<file path="config.mk">
export PLATFORM = sky130hd
export DESIGN_NAME = fisr_fmul
export DESIGN_NICKNAME = d
export VERILOG_FILES = /design/src/hdl/fisr_pkg.sv /design/src/hdl/fisr_fmul.sv
export SDC_FILE = /design/constraint.sdc
export NUM_CORES = 2
export LEC_CHECK = 0
export ABC_CLOCK_PERIOD_IN_PS = 10800
export BUFFER_PORTS_ARGS = -buffer_cell sky130_fd_sc_hd__buf_2
export CORE_UTILIZATION = 31
export DETAILED_ROUTE_END_ITERATION = 10
export GPL_TIMING_DRIVEN = 0
export PLACE_DENSITY = 0.47
export RECOVER_POWER = 100
export SYNTH_ARGS = -nofsm -noshare
export SYNTH_HDL_FRONTEND = slang
export SYNTH_SLANG_ARGS = --single-unit
export TNS_END_PERCENT = 1
</file>
<file path="constraint.sdc">
create_clock -name clk -period 10.8 [get_ports clk]
set_input_delay 2.16 -clock clk [delete_from_list [all_inputs] [get_ports clk]]
set_output_delay 2.16 -clock clk [all_outputs]
set_load 0.05 [all_outputs]
</file>
<file path="src/hdl/fisr_pkg.sv">
// ============================================================================
// fisr_pkg
// Shared constants and helper functions for the fast inverse square root
// pipeline: binary32 constants, a leading-zero counter and a rounding packer.
// ============================================================================
package fisr_pkg;

    localparam int TAG_W = 32;

    localparam logic [31:0] MAGIC_GUESS  = 32'h5F3759DF;
    localparam logic [31:0] FP_HALF      = 32'h3F000000;
    localparam logic [31:0] FP_THREE_HLF = 32'h3FC00000;
    localparam logic [31:0] CANON_QNAN   = 32'h7FC00000;
    localparam logic [7:0]  EXP_ALL_ONES = 8'hFF;

    // Number of leading zeros of a 51-bit word (51 when the word is zero).
    function automatic logic [5:0] lzc51(input logic [50:0] v);
        logic [5:0] n;
        n = 6'd51;
        for (int i = 0; i < 51; i++)
        begin
            if (v[i])
            begin
                n = 6'(50 - i);
            end
        end
        return n;
    endfunction

    // Round to nearest even and pack. The exponent field is 0 for a
    // subnormal; a carry out of the fraction moves into the exponent.
    function automatic logic [31:0] round_pack(
        input logic              sign,
        input logic signed [9:0] expf,
        input logic [23:0]       keep,
        input logic              guard,
        input logic              sticky
    );
        logic        up;
        logic [30:0] mag;
        up  = guard & (sticky | keep[0]);
        mag = {expf[7:0], keep[22:0]} + 31'(up);
        if (expf >= 10'sd255)
        begin
            return {sign, EXP_ALL_ONES, 23'd0};
        end
        return {sign, mag};
    endfunction

endpackage

</file>
<file path="src/hdl/fisr_fmul.sv">
// ============================================================================
// fisr_fmul
// Three-stage binary32 multiplier, round to nearest even, with subnormals.
// A tag word travels alongside each operand pair.
// ============================================================================
module fisr_fmul
(
    input  logic                       clk,
    input  logic                       rst_n,
    input  logic                       in_valid,
    output logic                       in_stall,
    input  logic [31:0]                a,
    input  logic [31:0]                b,
    input  logic [fisr_pkg::TAG_W-1:0] in_tag,
    output logic                       out_valid,
    input  logic                       out_stall,
    output logic [31:0]                out_bits,
    output logic [fisr_pkg::TAG_W-1:0] out_tag
);

    logic en1;
    logic en2;
    logic en3;

    // Stage 1 registers: product and flags.
    logic                       v1_reg;
    logic                       sign1_reg;
    logic                       nan1_reg;
    logic                       inf1_reg;
    logic                       zero1_reg;
    logic signed [9:0]          exp1_reg;
    logic [47:0]                prod1_reg;
    logic [fisr_pkg::TAG_W-1:0] tag1_reg;

    // Stage 2 registers: normalized mantissa.
    logic                       v2_reg;
    logic                       sign2_reg;
    logic                       nan2_reg;
    logic                       inf2_reg;
    logic                       zero2_reg;
    logic signed [9:0]          expf2_reg;
    logic [47:0]                man2_reg;
    logic                       st2_reg;
    logic [fisr_pkg::TAG_W-1:0] tag2_reg;

    // Stage 3 registers: packed result.
    logic                       v3_reg;
    logic [31:0]                res3_reg;
    logic [fisr_pkg::TAG_W-1:0] tag3_reg;

    logic                       a_zexp;
    logic                       b_zexp;
    logic                       a_inf;
    logic                       b_inf;
    logic                       a_nan;
    logic                       b_nan;
    logic                       a_zero;
    logic                       b_zero;
    logic [7:0]                 ea_eff;
    logic [7:0]                 eb_eff;
    logic                       nan1_next;
    logic                       inf1_next;
    logic                       zero1_next;
    logic signed [9:0]          exp1_next;
    logic [47:0]                prod1_next;

    logic [5:0]                 lz;
    logic signed [9:0]          en;
    logic [6:0]                 rs;
    logic [47:0]                man2_next;
    logic signed [9:0]          expf2_next;
    logic                       st2_next;

    logic [31:0]                res3_next;

    // A stage moves when it is empty or the stage after it moves.
    assign en3      = !(v3_reg && out_stall);
    assign en2      = !(v2_reg && !en3);
    assign en1      = !(v1_reg && !en2);
    assign in_stall = !en1;

    always_comb
    begin
        a_zexp     = (a[30:23] == 8'd0);
        b_zexp     = (b[30:23] == 8'd0);
        a_inf      = (a[30:23] == fisr_pkg::EXP_ALL_ONES) && (a[22:0] == 23'd0);
        b_inf      = (b[30:23] == fisr_pkg::EXP_ALL_ONES) && (b[22:0] == 23'd0);
        a_nan      = (a[30:23] == fisr_pkg::EXP_ALL_ONES) && (a[22:0] != 23'd0);
        b_nan      = (b[30:23] == fisr_pkg::EXP_ALL_ONES) && (b[22:0] != 23'd0);
        a_zero     = (a[30:0] == 31'd0);
        b_zero     = (b[30:0] == 31'd0);
        ea_eff     = a_zexp ? 8'd1 : a[30:23];
        eb_eff     = b_zexp ? 8'd1 : b[30:23];
        nan1_next  = a_nan || b_nan || (a_inf && b_zero) || (b_inf && a_zero);
        inf1_next  = a_inf || b_inf;
        zero1_next = a_zero || b_zero;
        exp1_next  = $signed({2'b00, ea_eff}) + $signed({2'b00, eb_eff}) - 10'sd127;
        prod1_next = {!a_zexp, a[22:0]} * {!b_zexp, b[22:0]};
    end

    // Normalize: bit 47 of the product weighs 2^(exp+1-127) before shifting.
    always_comb
    begin
        lz         = fisr_pkg::lzc51({prod1_reg, 3'b000});
        en         = exp1_reg + 10'sd1 - $signed({4'b0000, lz});
        rs         = 7'(-exp1_reg);
        st2_next   = 1'b0;
        expf2_next = 10'sd0;
        if (en > 10'sd0)
        begin
            man2_next  = prod1_reg << lz;
            expf2_next = en;
        end
        else if (exp1_reg >= 10'sd0)
        begin
            man2_next = prod1_reg << exp1_reg[5:0];
        end
        else
        begin
            man2_next = prod1_reg >> rs;
            st2_next  = ((man2_next << rs) != prod1_reg);
        end
    end

    always_comb
    begin
        if (nan2_reg)
        begin
            res3_next = fisr_pkg::CANON_QNAN;
        end
        else if (inf2_reg)
        begin
            res3_next = {sign2_reg, fisr_pkg::EXP_ALL_ONES, 23'd0};
        end
        else if (zero2_reg)
        begin
            res3_next = {sign2_reg, 31'd0};
        end
        else
        begin
            res3_next = fisr_pkg::round_pack(sign2_reg, expf2_reg, man2_reg[47:24],
                                             man2_reg[23],
                                             (man2_reg[22:0] != 23'd0) || st2_reg);
        end
    end

    always_ff @(posedge clk or negedge rst_n)
    begin
        if (!rst_n)
        begin
            v1_reg <= 1'b0;
            v2_reg <= 1'b0;
            v3_reg <= 1'b0;
        end
        else
        begin
            if (en1)
            begin
                v1_reg <= in_valid;
            end
            if (en2)
            begin
                v2_reg <= v1_reg;
            end
            if (en3)
            begin
                v3_reg <= v2_reg;
            end
        end
    end

    always_ff @(posedge clk)
    begin
        if (en1)
        begin
            sign1_reg <= a[31] ^ b[31];
            nan1_reg  <= nan1_next;
            inf1_reg  <= inf1_next;
            zero1_reg <= zero1_next;
            exp1_reg  <= exp1_next;
            prod1_reg <= prod1_next;
            tag1_reg  <= in_tag;
        end
        if (en2)
        begin
            sign2_reg <= sign1_reg;
            nan2_reg  <= nan1_reg;
            inf2_reg  <= inf1_reg;
            zero2_reg <= zero1_reg;
            expf2_reg <= expf2_next;
            man2_reg  <= man2_next;
            st2_reg   <= st2_next;
            tag2_reg  <= tag1_reg;
        end
        if (en3)
        begin
            res3_reg <= res3_next;
            tag3_reg <= tag2_reg;
        end
    end

    assign out_valid = v3_reg;
    assign out_bits  = res3_reg;
    assign out_tag   = tag3_reg;

endmodule

</file>
### Word level (Yosys, flattened, before mapping)

Cells that the tools add are included.

| storage, ports and cells | value |
|---|---|
| register bits | 255 |
| bits in latches | 0 |
| memory bits (writable) | 0 |
| bits in read-only memories | 0 |
| input bits | 100 |
| output and inout bits | 66 |
| logic and storage cells | 131 |
| memories | 0 |

| operators by class | value |
|---|---|
| add/subtract/negate cells | 6 |
| multipliers | 1 |
| divide/modulo/power cells | 0 |
| order comparisons | 3 |
| equality and inequality tests | 3 |
| shift-type cells | 4 |
| muxes and demuxes | 60 |
| bitwise gates (word level) | 3 |
| reductions and logical operators | 29 |

Operators with widths:

| kind | number |
|---|---|
| 6-bit 2-to-1 mux | 47 |
| 32-bit 2-to-1 mux | 4 |
| 48-bit by 6-bit << shifter with 47-bit output | 2 |
| 47-bit 2-to-1 mux | 2 |
| 23-bit nonzero test | 3 |
| 31-bit logical NOT | 2 |
| 24-bit by 24-bit multiplier with 48-bit output | 1 |
| 48-bit inequality test | 1 |
| 48-bit by 7-bit << shifter with 48-bit output | 1 |
| 48-bit by 7-bit >> shifter with 48-bit output | 1 |
| 23-bit logical NOT | 2 |
| 31-bit by 1-bit adder with 31-bit output | 1 |
| 8-bit equality test (second input constant) | 2 |
| 8-bit logical NOT | 2 |
| 8-bit 2-to-1 mux | 2 |
| 10-bit by 2-bit adder with 10-bit output (second input constant) | 1 |
| 10-bit by 1-bit >= comparator with 1-bit output (second input constant) | 1 |
| 10-bit by 9-bit >= comparator with 1-bit output (second input constant) | 1 |
| 10-bit by 1-bit greater-than comparator with 1-bit output (second input constant) | 1 |
| 10-bit by 7-bit subtractor with 10-bit output | 1 |
| 9-bit by 7-bit subtractor with 10-bit output (second input constant) | 1 |
| 8-bit by 8-bit adder with 9-bit output | 1 |
| 1-bit logical AND | 9 |
| 7-bit negator | 1 |
| other kinds (9) | 19 |

### Longest topological paths before layout

| depth | value |
|---|---|
| depth after elaboration | 51 |
| depth in mapped cells | 30 |
| gate-level depth less buffers | 28 |

### Least setup slack after synthesis

OpenSTA, ideal clock, no wires.

| timing | value |
|---|---|
| path kind | input port to flip-flop |
| from | input port b[6] |
| to | register prod1_reg[44] (data pin) |
| setup time | 0.259 ns |
| arrival time | 8.642 ns |
| data required time | 10.541 ns |
| setup slack | 1.899 ns |
| cell stages on the path | 26 |
| buffers on the path | 2 |
| cell sequence | clkbuf_1 -> clkbuf_1 -> nand2_1 -> fa_1 -> inv_1 -> fa_1 -> inv_1 -> fa_1 -> inv_1 -> ha_1 -> inv_1 -> fa_1 -> inv_1 -> fa_1 -> fa_1 -> ha_1 -> a21o_1 -> a31o_2 -> a2111oi_0 -> o311ai_0 -> a31oi_1 -> o21ai_0 -> a311o_1 -> a31o_2 -> a21oi_1 -> xnor2_1 |

| between the ends | value |
|---|---|
| longest elaborated chain between the ends | 1 |

RTL lines:

| element | line | RTL |
|---|---|---|
| start: declaration | fisr_fmul.sv:13 | `input logic [31:0] b,` |
| 24-bit by 24-bit multiplier with 48-bit output | fisr_fmul.sv:98 | `prod1_next = {!a_zexp, a[22:0]} * {!b_zexp, b[22:0]};` |
| named net prod1_next[44] | fisr_fmul.sv:65 | `logic [47:0] prod1_next;` |
| end signal: assignment | fisr_fmul.sv:181 | `prod1_reg <= prod1_next;` |
| end: declaration | fisr_fmul.sv:32 | `logic [47:0] prod1_reg;` |

The timed path passes the listed nets, and every way through them passes these cells.
A chain may end at the register's enable or synchronous reset.

### Worst setup path after layout

| timing | value |
|---|---|
| from | register exp1_reg[0] |
| to | register st2_reg (data pin) |

| between the ends | value |
|---|---|
| longest elaborated chain between the ends | 4 |
| elaborated cells on any way between the ends | 9 |
| classes of those cells | add/sub (3); order compare (2); eq/ne (1); shift (2); reduce/logical (1) |

RTL lines:

| element | line | RTL |
|---|---|---|
| start: declaration | fisr_fmul.sv:31 | `logic signed [9:0] exp1_reg;` |
| start signal: assignment | fisr_fmul.sv:180 | `exp1_reg <= exp1_next;` |
| 7-bit negator / 10-bit by 2-bit adder with 10-bit output (equally long branches) | fisr_fmul.sv:106, fisr_fmul.sv:105 |  |
| 48-bit by 7-bit >> shifter with 48-bit output / 10-bit by 7-bit subtractor with 10-bit output (equally long branches) | fisr_fmul.sv:120, fisr_fmul.sv:105 |  |
| 48-bit by 7-bit << shifter with 48-bit output / 10-bit by 1-bit greater-than comparator with 1-bit output (equally long branches) | fisr_fmul.sv:121, fisr_fmul.sv:109 |  |
| 48-bit inequality test / 2-bit OR reduction (equally long branches) | n/a |  |
| end signal: assignment | fisr_fmul.sv:192 | `st2_reg <= st2_next;` |
| end: declaration | fisr_fmul.sv:43 | `logic st2_reg;` |

Several ways; a longest one is shown, not always the timed one.

==> impl_metrics.env <==
export IMPL_synthCells=4590
export IMPL_cts_htree_levels=1
export IMPL_fin_crit_ns=10.82
export IMPL_global_route_overflow_total=0
export IMPL_floorplan_io_pins=166
export IMPL_finalSetupViolCount=1
export IMPL_synth_largest_area_cell="fa_1"
export IMPL_violations="max-capacitance violations, max-slew violations, negative setup slack"
export IMPL_cp_max_fo=10
export IMPL_clk_path_buf_depth=3
export IMPL_worstSkewPairLatency_ns=0.63
export IMPL_core_area_um2=132000
export IMPL_initial_core_util_pct=31.4
export IMPL_slew_headroom_pct=-113
export IMPL_syn2layout_area_growth_pct=9.80
export IMPL_syn_num_nets=5381
export IMPL_wl_per_cell_um=33.1
export IMPL_r2r_cells=28
export IMPL_r2r_start="exp1_reg[0]"
export IMPL_cp_arrival_ns=11.27
export IMPL_antenna_found_initial=17
export IMPL_crit_start="exp1_reg[0]"
export IMPL_crit_path_end_kind="flip-flop"
export IMPL_critPathLaunchType="flip-flop"
export IMPL_finalCritPeriodShare_pct=100
export IMPL_crit_top_cell="buf_2"
export IMPL_grt_pass1_vias=39000
export IMPL_cp_slowest_stage_delay_ns=1.38
export IMPL_final_hold_viol_count=0
export IMPL_gp_congestion=1.08
export IMPL_synth_area_leaders="fa_1 23%, edfxtp_1 18%, ha_1 6.2%, mux4_2 6.1%, nand2_1 5.0%"
export IMPL_dieHeight_um=368
export IMPL_viasPerCell=5.95
export IMPL_cts_tree="done"
export IMPL_grt_pass1_wl_um=301000
export IMPL_synth_top_area_share_pct=23.3
export IMPL_maxCapViolations=9
export IMPL_setup_tns_ns=-0.0248
export IMPL_die_area_um2=135000
export IMPL_synth_edf_count=252
export IMPL_cts_buffers=29
export IMPL_nets=5588
export IMPL_reg2reg_to="st2_reg"
export IMPL_drt_initial_drc_count=4361
export IMPL_num_rows=133
export IMPL_fillerInstances=14000
export IMPL_slew_violations=182
export IMPL_worstPathRequired_ns=11.24
export IMPL_ys_top_cells_by_count="555 x nand2_1, 537 x inv_1, 484 x fa_1"
export IMPL_setup_worst_path_class="flip-flop to flip-flop"
export IMPL_yosys_warnings=0
export IMPL_drt_antenna_violating_nets=0
export IMPL_first_pass_iters=7
export IMPL_port_buffers=162
export IMPL_async_reset_ff_share_pct=1.18
export IMPL_cts_setup_buffers=0
export IMPL_r2r_setup_slack_ns=-0.02
export IMPL_ys_types=94
export IMPL_cts_sinks=255
export IMPL_crit_path_top_delay_cell="a221oi_1"
export IMPL_rsz0062_at_grt="false"
export IMPL_worst_pin_slew_ns=3.19
export IMPL_synth_most_common_cell="nand2_1"
export IMPL_die_w_um=368
export IMPL_syn_area_per_cell_um2=9.05
export IMPL_fmaxAchievable_mhz=92.4
export IMPL_synth_area_um2=41500
export IMPL_clk_pin_slew_ns=0.06
export IMPL_vias=39200
export IMPL_synth_seq_area_share_pct=18.4
export IMPL_grt_util_all_layers_pct=31.4
export IMPL_status="finished with violations"
export IMPL_fin_skew_ns=0.0543
export IMPL_hold_class="flip-flop to flip-flop"
export IMPL_grt_max_degree=66
export IMPL_ys_ff_latch=255
export IMPL_largest_reg_flops=48
export IMPL_critPathCapture="st2_reg"
export IMPL_ctsRootBufferMaster="clkbuf_16"
export IMPL_layout_drive_gt1_share_pct=7.72
export IMPL_dpl_hpwl_um=176000
export IMPL_ys_flop_type="edfxtp_1"
export IMPL_layout_setup_ws_ns=-0.0248
export IMPL_drc=0
export IMPL_totalWireLength_um=218000
-- how the worst min path moves through the flow --
stage | startpoint | end | slack [ns] | depth (start not counted)
after floorplan | inf1_reg | inf2_reg | 0.40 | 0
after detailed placement | tag2_reg[12] | out_tag[12] | 0.40 | 0
after global placement | tag2_reg[28] | out_tag[28] | 0.40 | 0
after CTS | tag1_reg[15] | tag2_reg[15] | 0.42 | 0
final | tag1_reg[15] | tag2_reg[15] | 0.41 | 0
after global routing | tag1_reg[15] | tag2_reg[15] | 0.42 | 0
-- cell usage in the layout, fill, tap and decap left out, types with 48 or more instances in the layout --
cell type	n
nand2_1	555
inv_1	537
fa_1	484
clkbuf_1	350
nor2_1	349
edfxtp_1	252
and2_1	238
a21oi_1	222
ha_1	207
mux2i_1	193
o21ai_0	150
buf_2	120
mux4_2	113
nor3_1	102
nand3_1	62
nor4_1	52
xnor2_1	52
o22ai_1	48
-- worst max-delay path: cells and delay by family (launching register included) --
family	cells	cell delay [ns]
buffers and inverters	14	4.92
adder cells (fa/ha/maj)	1	0.45
AND/OR/NAND/NOR	4	0.60
AO/OA/AOI/OAI	9	4.23
flip-flops	1	0.40
-- metal layers --
layer  routed length (um)  global-route usage, %
met4                16700                   19.9
met3                19100                   6.17
met2                96900                   49.6
met5                   53                      0
met1                85000                   39.3
-- what timing repair did --
action,in CTS,in global routing
gates resized for setup,0,5
hold buffers,0,0
setup endpoints to repair,0,4
-- metrics by stage --
step | hold slack (ns) | setup WS (ns) | cells | utilization [%] | area (um^2)
final | 0.414 | -0.0248 | 6581 | 34.5 | 45600
after global routing | 0.420 | 0.0303 | 6576 | 34.5 | 45600
after CTS | 0.415 | 0.117 | 6574 | 34.7 | 45800
after detailed placement | 0.405 | -0.516 | 6521 | 33.9 | 44800
after global placement | 0.400 | -0.419 | 6507 | 33.7 | 44500
after floorplan | 0.400 | 1.90 | 4590 | - | 41500
-- area by class of cell --
| class | instances | area (um^2) | area share (%) |
|---|---|---|---|
| Buffer | 340 | 1380 | 3.01 |
| Sequential cell | 255 | 7640 | 16.8 |
| Tap cell | 1755 | 2200 | 4.81 |
| Inverter | 541 | 2030 | 4.45 |
| Timing Repair Buffer | 176 | 792 | 1.74 |
| Multi-Input combinational cell | 3454 | 30500 | 67.0 |
| Antenna cell | 7 | 17.5 | 0.0384 |
| Clock buffer | 35 | 748 | 1.64 |
| Clock inverter | 18 | 269 | 0.590 |
-- cells by family (layout without fill, tap and decap cells) --
family	Yosys count	after routing	share of synthesized area (%)
AOI/OAI and AO/OA	813	813	13.1
DFF	255	255	18.4
xor gates and xnor gates	93	93	1.96
muxes	344	344	11.8
adders and majority gates	691	691	29.6
buffers and inverters	881	1110	8.19
other	1	8	0.00903
and+or+nand+nor	1512	1512	17.0
Power is not shown: default switching activity piles up to over one toggle a cycle in this logic, so the estimate is an artifact.
